$ cat src/rtl/skp_pkg.sv
// Shared types and constants for the skyline rectangle packer.
// No dependencies; imported by skp_cell and skyline_rectangle_packer.
package skp_pkg;

    localparam int SIDE_W = 14;
    localparam int END_W  = SIDE_W + 1;
    localparam int POS_W  = 13;
    localparam int CNT_W  = 11;

    localparam logic [SIDE_W-1:0] RESET_SIDE = SIDE_W'(1024);

    typedef enum logic [1:0] {
        ST_PLACED,
        ST_NOROOM,
        ST_FULL,
        ST_RESTART
    } t_status;

    typedef enum logic [2:0] {
        OP_HOLD,
        OP_LOAD,
        OP_SWEEP,
        OP_UPDATE,
        OP_INSERT,
        OP_COMPACT,
        OP_RESTART
    } t_op;

    typedef struct packed {
        logic [SIDE_W-1:0] x;
        logic [SIDE_W-1:0] lv;
        logic [SIDE_W-1:0] sp;
    } t_seg;

    typedef struct packed {
        logic v;
        t_seg seg;
    } t_trv;

    typedef struct packed {
        logic              found;
        logic [SIDE_W-1:0] y;
        logic [SIDE_W-1:0] x;
        logic [CNT_W-1:0]  idx;
        logic [CNT_W-1:0]  nfull;
        logic              rv;
        logic [SIDE_W-1:0] rlv;
        logic [SIDE_W-1:0] rsp;
        logic              ml;
        logic [SIDE_W-1:0] lx;
        logic [SIDE_W-1:0] lsp;
    } t_tok;

    typedef struct packed {
        t_op               op;
        logic [SIDE_W-1:0] w;
        logic [SIDE_W-1:0] h;
        logic [SIDE_W-1:0] aw;
        logic [SIDE_W-1:0] ah;
        logic [SIDE_W-1:0] rmax;
        logic [CNT_W-1:0]  cnt;
        logic [CNT_W-1:0]  b;
        logic [CNT_W-1:0]  host;
        logic [CNT_W-1:0]  start;
        t_seg              nseg;
        logic [END_W-1:0]  end_x;
    } t_ctl;

endpackage

$ cat src/rtl/skp_cell.sv
// One skyline cell: holds one segment, evaluates itself as a placement
// start while segment data streams in from the right. Uses skp_pkg.
module skp_cell #(
    parameter int CELL_IDX = 0
) (
    input  logic          i_clk,
    input  logic          i_rst_n,
    input  skp_pkg::t_ctl i_ctl,
    input  skp_pkg::t_seg i_lseg,
    input  skp_pkg::t_seg i_rseg,
    input  skp_pkg::t_trv i_rtrv,
    input  skp_pkg::t_tok i_rtok,
    output skp_pkg::t_seg o_seg,
    output skp_pkg::t_trv o_trv,
    output skp_pkg::t_tok o_tok
);
    import skp_pkg::*;

    localparam logic [CNT_W-1:0] K = CNT_W'(CELL_IDX);
    localparam bit HAS_LEFT = (CELL_IDX > 0);

    t_seg              r_seg;
    t_trv              r_trv;
    t_tok              r_tok;
    logic              r_done;
    logic [SIDE_W-1:0] r_ymax;
    logic [CNT_W-1:0]  r_nfull;
    logic              r_rv;
    logic [SIDE_W-1:0] r_rlv;
    logic [SIDE_W-1:0] r_rsp;

    logic [END_W-1:0] own_end;
    logic [END_W-1:0] top_y;
    logic [END_W-1:0] trv_end;
    logic             covered;
    logic             full;
    logic             fit;
    logic             better;
    t_tok             cand;
    t_seg             own_trim;
    t_seg             left_trim;

    always_comb begin
        own_end = {1'b0, r_seg.x} + {1'b0, i_ctl.w};
        top_y   = {1'b0, r_ymax} + {1'b0, i_ctl.h};
        trv_end = {1'b0, r_trv.seg.x} + {1'b0, r_trv.seg.sp};
        covered = {1'b0, r_trv.seg.x} < own_end;
        full    = trv_end <= own_end;
        fit     = (K < i_ctl.cnt) && (own_end <= {1'b0, i_ctl.aw})
                  && (own_end <= {1'b0, i_ctl.rmax}) && (top_y <= {1'b0, i_ctl.ah});

        cand.found = fit;
        cand.y     = r_ymax;
        cand.x     = r_seg.x;
        cand.idx   = K;
        cand.nfull = r_nfull;
        cand.rv    = r_rv;
        cand.rlv   = r_rlv;
        cand.rsp   = r_rsp;
        cand.ml    = HAS_LEFT && ({1'b0, i_lseg.lv} == top_y);
        cand.lx    = i_lseg.x;
        cand.lsp   = i_lseg.sp;

        better = fit && (!i_rtok.found || (r_ymax < i_rtok.y)
                 || ((r_ymax == i_rtok.y) && (r_seg.x < i_rtok.x)));

        own_trim.x  = i_ctl.end_x[SIDE_W-1:0];
        own_trim.lv = r_seg.lv;
        own_trim.sp = SIDE_W'({1'b0, r_seg.x} + {1'b0, r_seg.sp} - i_ctl.end_x);

        left_trim = i_lseg;
        if ({1'b0, i_lseg.x} < i_ctl.end_x) begin
            left_trim.x  = i_ctl.end_x[SIDE_W-1:0];
            left_trim.sp = SIDE_W'({1'b0, i_lseg.x} + {1'b0, i_lseg.sp} - i_ctl.end_x);
        end
    end

    always_ff @(posedge i_clk) begin
        if (!i_rst_n) begin
            if (CELL_IDX == 0) begin
                r_seg <= '{x: '0, lv: '0, sp: RESET_SIDE};
            end
        end else begin
            case (i_ctl.op)
                OP_LOAD: begin
                    r_trv   <= '{v: (K < i_ctl.cnt), seg: r_seg};
                    r_done  <= 1'b0;
                    r_ymax  <= '0;
                    r_nfull <= '0;
                    r_rv    <= 1'b0;
                end
                OP_SWEEP: begin
                    r_trv <= i_rtrv;
                    r_tok <= better ? cand : i_rtok;
                    if (!r_done) begin
                        if (!r_trv.v) begin
                            r_done <= 1'b1;
                            r_rv   <= 1'b0;
                        end else begin
                            if (covered && (r_trv.seg.lv > r_ymax)) begin
                                r_ymax <= r_trv.seg.lv;
                            end
                            if (full) begin
                                r_nfull <= r_nfull + 1'b1;
                            end else begin
                                r_done <= 1'b1;
                                r_rv   <= 1'b1;
                                r_rlv  <= r_trv.seg.lv;
                                r_rsp  <= r_trv.seg.sp;
                            end
                        end
                    end
                end
                OP_UPDATE: begin
                    if (K == i_ctl.host) begin
                        r_seg <= i_ctl.nseg;
                    end else if ((K > i_ctl.host) && ({1'b0, r_seg.x} < i_ctl.end_x)) begin
                        r_seg <= own_trim;
                    end
                end
                OP_INSERT: begin
                    if (K == i_ctl.b) begin
                        r_seg <= i_ctl.nseg;
                    end else if (K > i_ctl.b) begin
                        r_seg <= left_trim;
                    end
                end
                OP_COMPACT: begin
                    if (K >= i_ctl.start) begin
                        r_seg <= i_rseg;
                    end
                end
                OP_RESTART: begin
                    if (CELL_IDX == 0) begin
                        r_seg <= '{x: '0, lv: '0, sp: i_ctl.aw};
                    end
                end
                default: ;
            endcase
        end
    end

    assign o_seg = r_seg;
    assign o_trv = r_trv;
    assign o_tok = r_tok;

endmodule

$ cat config.mk
export PLATFORM = sky130hd
export DESIGN_NAME = skp_cell
export DESIGN_NICKNAME = d
export VERILOG_FILES = /design/src/rtl/skp_pkg.sv /design/src/rtl/skp_cell.sv
export SDC_FILE = /design/constraint.sdc
export NUM_CORES = 1
export LEC_CHECK = 0
export ABC_CLOCK_PERIOD_IN_PS = 14300
export BUFFER_PORTS_ARGS = -buffer_cell sky130_fd_sc_hd__buf_2
export CORE_AREA = 5 5 230 232
export DETAILED_ROUTE_END_ITERATION = 12
export DIE_AREA = 0 0 235 237
export GPL_TIMING_DRIVEN = 0
export PLACE_DENSITY_LB_ADDON = 0.2
export SLEW_MARGIN = 20
export SYNTH_ARGS = -nofsm -noshare
export SYNTH_HDL_FRONTEND = slang
export SYNTH_SLANG_ARGS = --single-unit
$ cat constraint.sdc
create_clock -name i_clk -period 14.3 [get_ports i_clk]
set_clock_uncertainty 0.15 [all_clocks]
set_input_delay 2.86 -clock i_clk [delete_from_list [all_inputs] [get_ports i_clk]]
set_output_delay 2.86 -clock i_clk [all_outputs]
set_load 0.02 [all_outputs]
# --- Word level (Yosys, flattened, before mapping) ---
# Cells that the tools add are included.
op_classes:
  addsub: 8
  order_cmp: 14
  n_eq_ne: 16
  n_mux: 26
  bitwise_logic: 2
  n_reduce_logical: 22
op_table:
  columns: ["op", "count"]
  rows:
  - ["$mux W42", 5]
  - ["$pmux W42 S4", 1]
  - ["$mux W109", 1]
  - ["$pmux W43 S2", 1]
  - ["$mux W14", 5]
  - ["$add A14 B14 Y15", 3]
  - ["$le A15 B14 Y1", 3]
  - ["$lt A14 B15 Y1", 3]
  - ["$mux W11", 3]
  - ["$add A14 B14 Y14", 2]
  - ["$lt A14 B14 Y1", 2]
  - ["$pmux W14 S2", 1]
  - ["$sub A14 B14 Y14", 2]
  - ["$gt A1 B11 Y1 const A", 2]
  - ["$logic_not A11 Y1", 2]
  - ["$pmux W11 S2", 1]
  - ["$le A15 B15 Y1", 1]
  - ["$reduce_and A5 Y1", 3]
  - ["$eq A14 B14 Y1", 1]
  - ["$gt A14 B14 Y1", 1]
  - ["$ne A2 B2 Y1 const B", 6]
  - ["$reduce_and A4 Y1", 3]
  - ["$add A11 B1 Y11 const B", 1]
  - ["$ge A1 B11 Y1 const A", 1]
  - ["14 further kinds", 34]
word_totals:
  register_bits: 249
  in_bits: 412
  out_inout_bits: 194

# --- Logic depth before layout (Yosys ltp) ---
# Gate-level depths: netlist of run 1.
depth:
  word_depth: 7
  depth_mapped: 23
  mapped_depth_nobuf: 20

# --- Worst setup path before layout of run 1 ---
# Ideal clock, no wire load.
synth_timing:
  path_type: "input to register"
  from: "input i_ctl[171] (netlist name)"
  to: "register r_rlv[0] (enable)"
  arrival_time_ns: 10.991
  slack_ns: 2.675
  cell_stages: 5
  cell_sequence: "nand2b_1 nand2b_1 clkbuf_1 nor2_1 nor4bb_1"
synth_between:
  elab_chain_len: 2
synth_lines:
  columns: ["element", "line_no", "text"]
  rows:
  - ["from (decl)", "skp_cell.sv:8", "input skp_pkg::t_ctl i_ctl,"]
  - ["$eq A3 B2 Y1", "skp_cell.sv:84", "case (i_ctl.op)"]
  - ["$reduce_and A5 Y1 (no source line)", null, null]
  - ["to (signal assigned)", "skp_cell.sv:108", "r_rlv <= r_trv.seg.lv;"]
  - ["to (decl)", "skp_cell.sv:29", "logic [SIDE_W-1:0] r_rlv;"]
# No other way between the ends.
# A chain may end at the register's enable or synchronous reset.

# --- Worst setup path after layout of run 1 ---
layout_timing:
  from: "input i_ctl[164] (netlist name)"
  to: "register r_rsp[1] (enable)"
layout_between:
  elab_chain_len: 4
layout_lines:
  columns: ["element", "line_no", "text"]
  rows:
  - ["$add A14 B14 Y15", "skp_cell.sv:44", "own_end = {1'b0, r_seg.x} + {1'b0, i_ctl.w};"]
  - ["$le A15 B15 Y1", "skp_cell.sv:48", "full = trv_end <= own_end;"]
  - ["$not A1 Y1 (no source line)", null, null]
  - ["$reduce_and A5 Y1 (no source line)", null, null]
  - ["to (signal assigned)", "skp_cell.sv:109", "r_rsp <= r_trv.seg.sp;"]
  - ["to (decl)", "skp_cell.sv:30", "logic [SIDE_W-1:0] r_rsp;"]
# No other way between the ends.

==> results_dict.tcl, run 1 <==
set metrics [dict create \
    maxCapViolCount 0 \
    synth.yosys.seq_area_share_pct 38.6 \
    yosysTopAreaCell "edfxtp_1" \
    die_y_um 237 \
    antenna_found_initial 24 \
    timing.rr.start "o_seg[35]" \
    grt_start_max_net_pins 27 \
    path_class "in -> reg" \
    vdd_ir_drop_max_mv 0.107 \
    die-area_sq_um 55700 \
    routedWlPerCell_um 23.5 \
    cts-root-buf "clkbuf_16" \
    fin_area_sq_um 23500 \
    rr_endpoint "r_rsp[1]" \
    period_share_pct 54.7 \
    slew_headroom_pct 36.2 \
    async_flop_share_pct 0 \
    finalSetupViolCount 0 \
    netlist_area_sq_um 18300 \
    place_congestion 0.936 \
    syn_nets 2551 \
    cts_setup_buffers 0 \
    cts_resized 0 \
    min_to "o_seg[9]" \
    grt_pass1_vias 17700 \
    start_kind "input pin" \
    worst_slack_ns 6.48 \
    finalHoldViolations 0 \
    period_minus_slack_ns 7.82 \
    worstMarginPinSlew_ns 0.957 \
    grtUsageTotal_pct 26.5 \
    synth_warnings 0 \
    postSynthAreaPerCell_sq_um 9.49 \
    synth.most_common_cell "inv_1" \
    port_buffers 605 \
    start_util_pct 36.0 \
    finalMaxSlewViolations 0 \
    path_clk_slew_ns 0.06 \
    place_area_sq_um 22400 \
    clk_latency_ns 0.56 \
    io_pins 606 \
    fin_tns_setup_ns 0 \
    hold_ws_ns 0.337 \
    netlist_instances 1927 \
    drt_wl_total_um 77400 \
    dr.first_iter.drc_count 1227 \
    synth_top_cell_area_share_pct 34.0 \
    placementRows 83 \
    hold_path_depth 2 \
    syn_to_final_growth_pct 28.5 \
    synthTopCellsByArea "edfxtp_1 (34%), ha_1 (13%), inv_1 (4.8%)" \
    drive_gt1_share_pct 26.6 \
    numCtsBuffers 34 \
    synth-edff-count 207 \
    cp_data_arrival_time_ns 7.92 \
    antenna_left 0 \
    cts_buffer_depth 3 \
    post-place-ws_ns 5.94 \
    rsz0062_at_grt "false" \
    grt_overflow_total 0 \
    reg2reg_slack_ns 8.40 \
    fmax_mhz 128 \
    outcome "finished, final reports clean" \
    cp-end-kind "register" \
    via_per_inst 5.29 \
    hpwl_um 65700 \
    route.vias.total 17400 \
    synth_seq_cells 249 \
    holdBufCountCts 0 \
    nets 3204 \
    critPathMaxFanout 11 \
    p_leak_uw 0.0109 \
    cts_tree "done" \
    core_sq_um 50800 \
    min_from "o_seg[9]" \
    fp.dieW_um 235 \
    ctsHtreeMaxLevel 2 \
    grt_pass1_wl_um 112000 \
    synthTopCellsByCount "inv_1 (232), edfxtp_1 (207), ha_1 (183), a21oi_1 (169), nand2_1 (154)" \
    drt_pass1_iterations 6 \
    cp.required_ns 14.40 \
    reg2reg_depth 19 \
    powerDensity_nw_per_um2 94.7 \
    drc 0 \
    final_util_pct 46.3 \
    hold_class "reg -> reg" \
    synth.distinct_cells 77 \
    cts_sinks 249 \
    synthFlopType "edfxtp_1" \
]
[worst max-delay path, cell delays in order]
cell and delay (ns):
buf_2 0.12, ha_1 0.36, a211oi_1 0.26, nor2_1 0.10, nor4b_1 0.61, or2_2 0.25, nor2b_1 0.05, o21a_1 0.16
o21a_1 0.17, o21ai_0 0.15, nand2b_1 0.12, xnor2_1 0.22, ha_1 0.29, and3_1 0.22, nand4_1 0.12, a2bb2oi_1 0.46
nor2_1 0.18, nor4bb_4 0.72, buf_6 0.27, buf_4 0.22
[placed cells by master (no fill, tap or decap), types with 29 or more instances in the layout]
master,synthesis,final
a21oi_1,169,168
and2_1,32,32
buf_2,0,605
clkbuf_1,57,66
clkbuf_16,0,35
dfxtp_1,42,42
edfxtp_1,207,207
fa_1,29,29
ha_1,183,183
inv_1,232,232
mux2_1,71,71
mux2i_1,32,32
nand2_1,154,154
nor2_1,140,139
nor3_1,39,39
o21ai_0,139,139
xnor2_1,46,46
[flip-flops by register name (all words and copies together), names as in the netlist]
name,count
o_seg,42
o_tok,109
o_trv,43
r_done,1
r_nfull,11
r_rlv,14
r_rsp,14
r_rv,1
r_ymax,14
[how the worst max path moves through the flow]
stage,depth (start not counted),end,slack [ns],startpoint
after global routing,20,r_rsp[0],6.30,i_ctl[164]
final,20,r_rsp[1],6.48,i_ctl[164]
after global placement,6,r_rsp[1],-2.82,i_ctl[171]
after CTS,20,r_rsp[1],6.50,i_ctl[164]
after detailed placement,20,r_rsp[2],5.94,i_ctl[164]
after floorplan,5,r_rlv[0],2.68,i_ctl[171]
[logic make-up after synthesis]
| family | after synthesis | share of synthesized area, % |
|---|---|---|
| AND/OR/NAND/NOR | 489 | 12.4 |
| flip-flops | 249 | 38.6 |
| multiplexers | 104 | 6.19 |
| buffers and inverters | 311 | 6.84 |
| XOR/XNOR | 65 | 3.22 |
| AO/OA/AOI/OAI | 492 | 16.8 |
| adder cells (fa/ha/maj) | 217 | 16.0 |
[power by group]
part | leakage, uW | internal [uW] | switching [uW] | total [uW]
combinational | 0.00815 | 238 | 329 | 567
clock | 0.000512 | 473 | 355 | 829
sequential | 0.00225 | 812 | 16.9 | 828
total | 0.0109 | 1520 | 702 | 2220
[layer usage]
| metal | GRT usage [%] | vias up | routed length [um] |
|---|---|---|---|
| li1 | - | 8216 | - |
| met1 | 33.5 | 8322 | 31800 |
| met2 | 45.6 | 747 | 37500 |
| met3 | 5.51 | 118 | 5810 |
| met4 | 8.25 | 18 | 2090 |
| met5 | 0 | - | 100 |
[area by class of cell]
class	instances	area (sq um)
sequential	249	7060
clock inverter	16	156
multi-input combinational	1367	10000
antenna	10	25.0
clock buffer	44	910
timing repair buffer	617	3220
tap	680	851
inverter	235	882
buffer	76	368
fill	5024	27300
[through the flow]
| stage | cells | power [uW] |
|---|---|---|
| global route | 3291 | 2330 |
| global placement | 3212 | 1390 |
| floorplan | 1927 | 1190 |
| detailed placement | 3224 | 1400 |
| finish | 3294 | 2220 |
| CTS | 3284 | 2240 |
(Power assumes the default switching activity.)
==> inputs of run 2 (changes only) <==
Settings changed: ABC_CLOCK_PERIOD_IN_PS 14300 to 6290, CORE_AREA 5 5 230 232 to 5 5 235 237, DIE_AREA 0 0 235 237 to 0 0 240 242.
Clock period 14.3 ns to 6.29 ns, I/O delays scaled along.
==> run 2 against run 1 <==
Compared with the run above:
- via count rose by 0.11%
- global-route usage shrank 0.62 points
- critical path type unchanged
- hold slack better by 0.0057 ns
- power increased by 120%
- utilization fell by 2.1 points
- clock-buffer cell count shrank 1
- sequential share of layout area up 0.072 points
- die area up 4.3%
- critical endpoint is now o_tok[99]
- sequential cell count stayed put
==> results_dict.tcl, run 2 (synthesis gave the netlist of run 1 again) <==
set metrics [dict create \
    finalMaxSlewViolations 0 \
    holdBufCountCts 0 \
    cp_data_arrival_time_ns 6.19 \
    period_share_pct 93.8 \
    cts_sinks 249 \
    numCtsBuffers 31 \
    cp.required_ns 6.58 \
    slew_headroom_pct 31.8 \
    critPathSlowestCell "o41ai_1" \
    mostFrequentLayoutCells "buf_2 (605), inv_1 (232), edfxtp_1 (207)" \
    grt_start_max_net_pins 26 \
    grtUsageTotal_pct 25.8 \
    cpPeakStageDelay_ns 0.49 \
    route.vias.total 17400 \
    dr.first_iter.drc_count 1175 \
    final_common_cell "buf_2" \
    clk_latency_ns 0.60 \
    cts_resized 0 \
    cts_tree "done" \
    port_buffers 605 \
    nFillCells 5319 \
    start_kind "input pin" \
    maxCapViolCount 0 \
    rsz0062_at_grt "false" \
    syn_to_final_growth_pct 28.2 \
    grt_pass1_wl_um 114000 \
    multi_input_area_sq_um 10100 \
    drt_pass1_iterations 5 \
    switching_share_pct 31.4 \
    final_cells 3306 \
    cts_setup_buffers 0 \
    period_minus_slack_ns 5.90 \
    power.share.sequential_pct 37.8 \
    final_util_pct 44.2 \
    place_congestion 0.973 \
    post-place-ws_ns -0.228 \
    fmax_mhz 170 \
    cp-end-kind "register" \
    hpwl_um 66500 \
    drt_wl_total_um 78400 \
    powerDensity_nw_per_um2 212 \
    critPathMaxFanout 10 \
    worst_slack_ns 0.391 \
    die_y_um 242 \
    vdd_ir_drop_max_mv 0.206 \
    worstMarginPinSlew_ns 1.02 \
    path_class "in -> reg" \
    grt_pass1_vias 17900 \
    ctsHtreeMaxLevel 1 \
    path_clk_slew_ns 0.07 \
    combPwrFrac_pct 25.9 \
    via_per_inst 5.28 \
    die-area_sq_um 58100 \
    drive_gt1_share_pct 26.8 \
    timing.critical_path.mode_cell "buf_6" \
    start_util_pct 34.4 \
    antenna_found_initial 22 \
    ff_latch_area_sq_um 7060 \
    routedWlPerCell_um 23.7 \
    cts-root-buf "clkbuf_16" \
    hold_class "reg -> reg" \
    fp.dieW_um 240 \
    grt_overflow_total 0 \
    antenna_left 0 \
    p_leak_uw 0.0109 \
    placed_cells 3238 \
    clock_power_share_pct 36.3 \
    cts_buffer_depth 3 \
    power.internal_uw 3420 \
    drc 0 \
    placementRows 85 \
    largest_register_ffs 109 \
    path_cells "buf_2 > ha_1 > a21oi_1 > nor2b_1 > or3_1 > and2_1 > o21ai_0 > nand2b_1 > xnor2_1 > inv_1 > ha_1 > nand2_1 > o41ai_1 > a211oi_1 > or4_1 > o21ai_1 > o2bb2ai_1 > or4_1 > buf_6 > buf_6 > buf_6 > mux2i_1" \
    nets 3199 \
    power_switching_uw 1570 \
    finalHoldViolations 0 \
    finalSetupViolCount 0 \
    core_sq_um 53100 \
    io_pins 606 \
    outcome "finished, final reports clean" \
]
-- run 2: path summary, 6_finish.rpt --
kind              startpoint   endpoint  slack [ns]  depth (start not counted)
setup / recovery  i_ctl[160]  o_tok[99]        0.39                         22
hold / removal      o_seg[9]   o_seg[9]        0.34                          2
setup reg to reg   o_seg[31]  o_tok[99]        0.63                         21
hold reg to reg     o_seg[9]   o_seg[9]        0.34                          2
-- run 2: final cells by class --
class | instances | area share, %
Clock inverter | 15 | 0.662
Timing Repair Buffer | 615 | 13.5
Antenna cell | 10 | 0.107
Clock buffer | 43 | 3.63
Sequential cell | 249 | 30.1
Inverter | 235 | 3.76
Tap cell | 696 | 3.72
Multi-Input combinational cell | 1367 | 42.9
Buffer | 76 | 1.57
-- run 2: stage by stage --
| stage | TNS [ns] | hold slack (ns) | cell area [sq um] | power (uW) |
|---|---|---|---|---|
| 4_1_cts | 0 | 0.339 | 23400 | 5020 |
| 3_3_place_gp | -128.89 | 0.324 | 22200 | 3170 |
| 2_1_floorplan | 0 | 0.351 | 18300 | 2700 |
| 3_5_place_dp | -10.62 | 0.330 | 22400 | 3200 |
| 6_report | 0 | 0.342 | 23400 | 4980 |
| 5_1_grt | 0 | 0.370 | 23400 | 5230 |
-- run 2: routing by layer --
metal,global-route usage [%],part of all wire [%],vias to the layer above
li1,-,-,8217
met1,33.3,42,8383
met2,45.0,49,707
met3,4.13,6.5,125
met4,6.89,2.7,8
met5,0,0.051,-
-- run 2: critical path, delay by kind of cell --
| family | cells | cell delay (ns) |
|---|---|---|
| compound gates | 6 | 1.34 |
| buf+inv | 5 | 0.92 |
| mux | 1 | 0.22 |
| simple gates | 7 | 1.47 |
| fa+ha+maj | 2 | 0.68 |
| xor+xnor | 1 | 0.27 |
-- run 2: power by group through the flow --
stage | registers, uW | clock network, uW | logic [uW]
2_1_floorplan | 1940 | 0 | 758
3_3_place_gp | 1920 | 0 | 1250
3_5_place_dp | 1920 | 0 | 1280
4_1_cts | 1880 | 1850 | 1290
5_1_grt | 1890 | 1910 | 1430
6_report | 1880 | 1810 | 1290
==> inputs of run 3 (changes only) <==
Settings changed: PLACE_DENSITY_LB_ADDON 0.2 to not set.
==> run 3 against run 2 <==
Compared with the run above:
- non-clock buffer count is 1 higher
- setup slack got worse by 0.074 ns
- critical endpoint is now o_tok[88]
- global-route usage up 0.65 points
- via count is 0.61% higher
- highest routed layer is now met4
==> results_dict.tcl, run 3 (synthesis gave the netlist of run 1 again) <==
set metrics [dict create \
    finalHoldViolations 0 \
    p_leak_uw 0.0109 \
    grt_pass1_wl_um 116000 \
    numCtsBuffers 34 \
    antenna_left 0 \
    drt_pass1_iterations 5 \
    placed_cells 3239 \
    start_kind "input pin" \
    final_common_cell "buf_2" \
    finalSetupViolCount 0 \
    worstMarginPinSlew_ns 0.829 \
    rsz0062_at_grt "false" \
    cpPeakStageDelay_ns 0.50 \
    start_util_pct 34.4 \
    placementRows 85 \
    core_sq_um 53100 \
    holdBufCountCts 0 \
    ctsHtreeMaxLevel 2 \
    cp.required_ns 6.49 \
    fin_area_sq_um 23600 \
    grtUsageTotal_pct 26.5 \
    place_area_sq_um 22400 \
    syn_to_final_growth_pct 29.3 \
    worstSetupEndpoint "o_tok[88]" \
    hold_path_depth 2 \
    route.vias.total 17500 \
    antenna_found_initial 15 \
    hold_class "reg -> reg" \
    cts_sinks 249 \
    grt_overflow_total 0 \
    critPathSlowestCell "or4_1" \
    path_class "in -> reg" \
    outcome "finished, final reports clean" \
    cp-end-kind "register" \
    largest_register_ffs 109 \
    drive_gt1_share_pct 27.1 \
    period_share_pct 95.0 \
    period_minus_slack_ns 5.97 \
    grt_start_max_net_pins 28 \
    reg2reg_depth 21 \
    dr.first_iter.drc_count 1089 \
    cts_resized 0 \
    clk_latency_ns 0.56 \
    die_y_um 242 \
    path_cells "buf_2 > ha_1 > a21oi_1 > nor2b_1 > or3_1 > and2_1 > o21ai_0 > nand2b_1 > xnor2_2 > inv_1 > ha_1 > nand2_1 > nor2_1 > nand4_1 > nor2_1 > mux2_2 > or4_1 > o21ai_1 > o2bb2ai_1 > or4_1 > buf_6 > buf_6 > buf_6 > mux2i_2" \
    cts_buffer_depth 3 \
    path_buf_inv 5 \
    slew_headroom_pct 44.3 \
    drc 0 \
    cp_data_arrival_time_ns 6.17 \
    powerDensity_nw_per_um2 221 \
    routedWlPerCell_um 24.2 \
    fmax_mhz 167 \
    path_clk_slew_ns 0.07 \
    cts_setup_buffers 0 \
    nFillCells 5225 \
    die-area_sq_um 58100 \
    place_congestion 0.960 \
    multi_input_area_sq_um 10100 \
    cts_tree "done" \
    ff_latch_area_sq_um 7060 \
    grt_pass1_vias 18100 \
    fp.dieW_um 240 \
    via_per_inst 5.30 \
    port_buffers 605 \
    mostFrequentLayoutCells "buf_2 (605), inv_1 (232), edfxtp_1 (207)" \
    finalMaxSlewViolations 0 \
    cts-root-buf "clkbuf_16" \
    timing.rr.start "o_trv[0]" \
    crit_path_start "i_ctl[160]" \
    nets 3203 \
    timing.critical_path.mode_cell "buf_6" \
    reg2reg_slack_ns 0.50 \
    rr_endpoint "r_rsp[7]" \
    maxCapViolCount 0 \
    cp_num_cells 24 \
    cpLargestDelayFamily "simple AND/OR/NAND/NOR gates" \
    hpwl_um 67600 \
    vdd_ir_drop_max_mv 0.179 \
    drt_wl_total_um 80100 \
    io_pins 606 \
    final_cells 3310 \
    critPathMaxFanout 10 \
]
## run 3: cell types whose count changed in the layout (fill, tap and decap cells not counted), sizes merged
cell	before	now
clkinv	5	11
clkbuf	100	98
inv	238	236
buf	634	635
bufinv	2	3
## run 3: area by class of cell
class                           count  share of cell area, %
Timing Repair Buffer              616                   13.6
Clock buffer                       41                   3.93
Sequential cell                   249                   29.9
Tap cell                          696                   3.68
Inverter                          235                   3.73
Clock inverter                     20                  0.926
Buffer                             76                   1.56
Antenna cell                       10                  0.106
Multi-Input combinational cell   1367                   42.7
## run 3: metrics by stage
step	worst slack [ns]	hold WS (ns)	util (%)	total power (uW)	TNS, ns
2_1_floorplan	0.0283	0.351	-	2700	0
3_3_place_gp	-2.56	0.312	41.9	3180	-132.63
3_5_place_dp	-0.368	0.323	42.3	3210	-12.66
4_1_cts	0.145	0.332	44.5	5260	0
5_1_grt	0.0501	0.369	44.5	5470	0
6_report	0.317	0.337	44.5	5220	0
## run 3: how the worst min path moves through the flow
stage             start   endpoint  slack (ns)
6_report       o_seg[9]   o_seg[9]        0.34
4_1_cts        o_seg[9]   o_seg[9]        0.33
3_5_place_dp   o_seg[9]   o_seg[9]        0.32
5_1_grt        o_trv[3]   r_rsp[3]        0.37
2_1_floorplan  r_rsp[0]  o_tok[29]        0.35
3_3_place_gp   o_seg[9]   o_seg[9]        0.31
## run 3: tightest hold or removal path, cell delays in order, from the launching register on
cell	delay, ns
dfxtp_1	0.32
nand2_1	0.06
a21oi_1	0.06
## run 3: report_power, final
part | total [uW] | internal [uW] | switching, uW
clock | 2030 | 1190 | 837
sequential | 1880 | 1840 | 39.4
combinational | 1310 | 544 | 761
total | 5220 | 3580 | 1640
## run 3: metal layers
metal / track usage [%] / wire, um / vias to the layer above / share of wire, %
li1: - / - / 8214 / -
met1: 33.8 / 32700 / 8399 / 41
met5: 0 / 0 / - / 0
met3: 5.04 / 5760 / 146 / 7.2
met4: 9.13 / 3110 / 0 / 3.9
met2: 44.9 / 38500 / 787 / 48
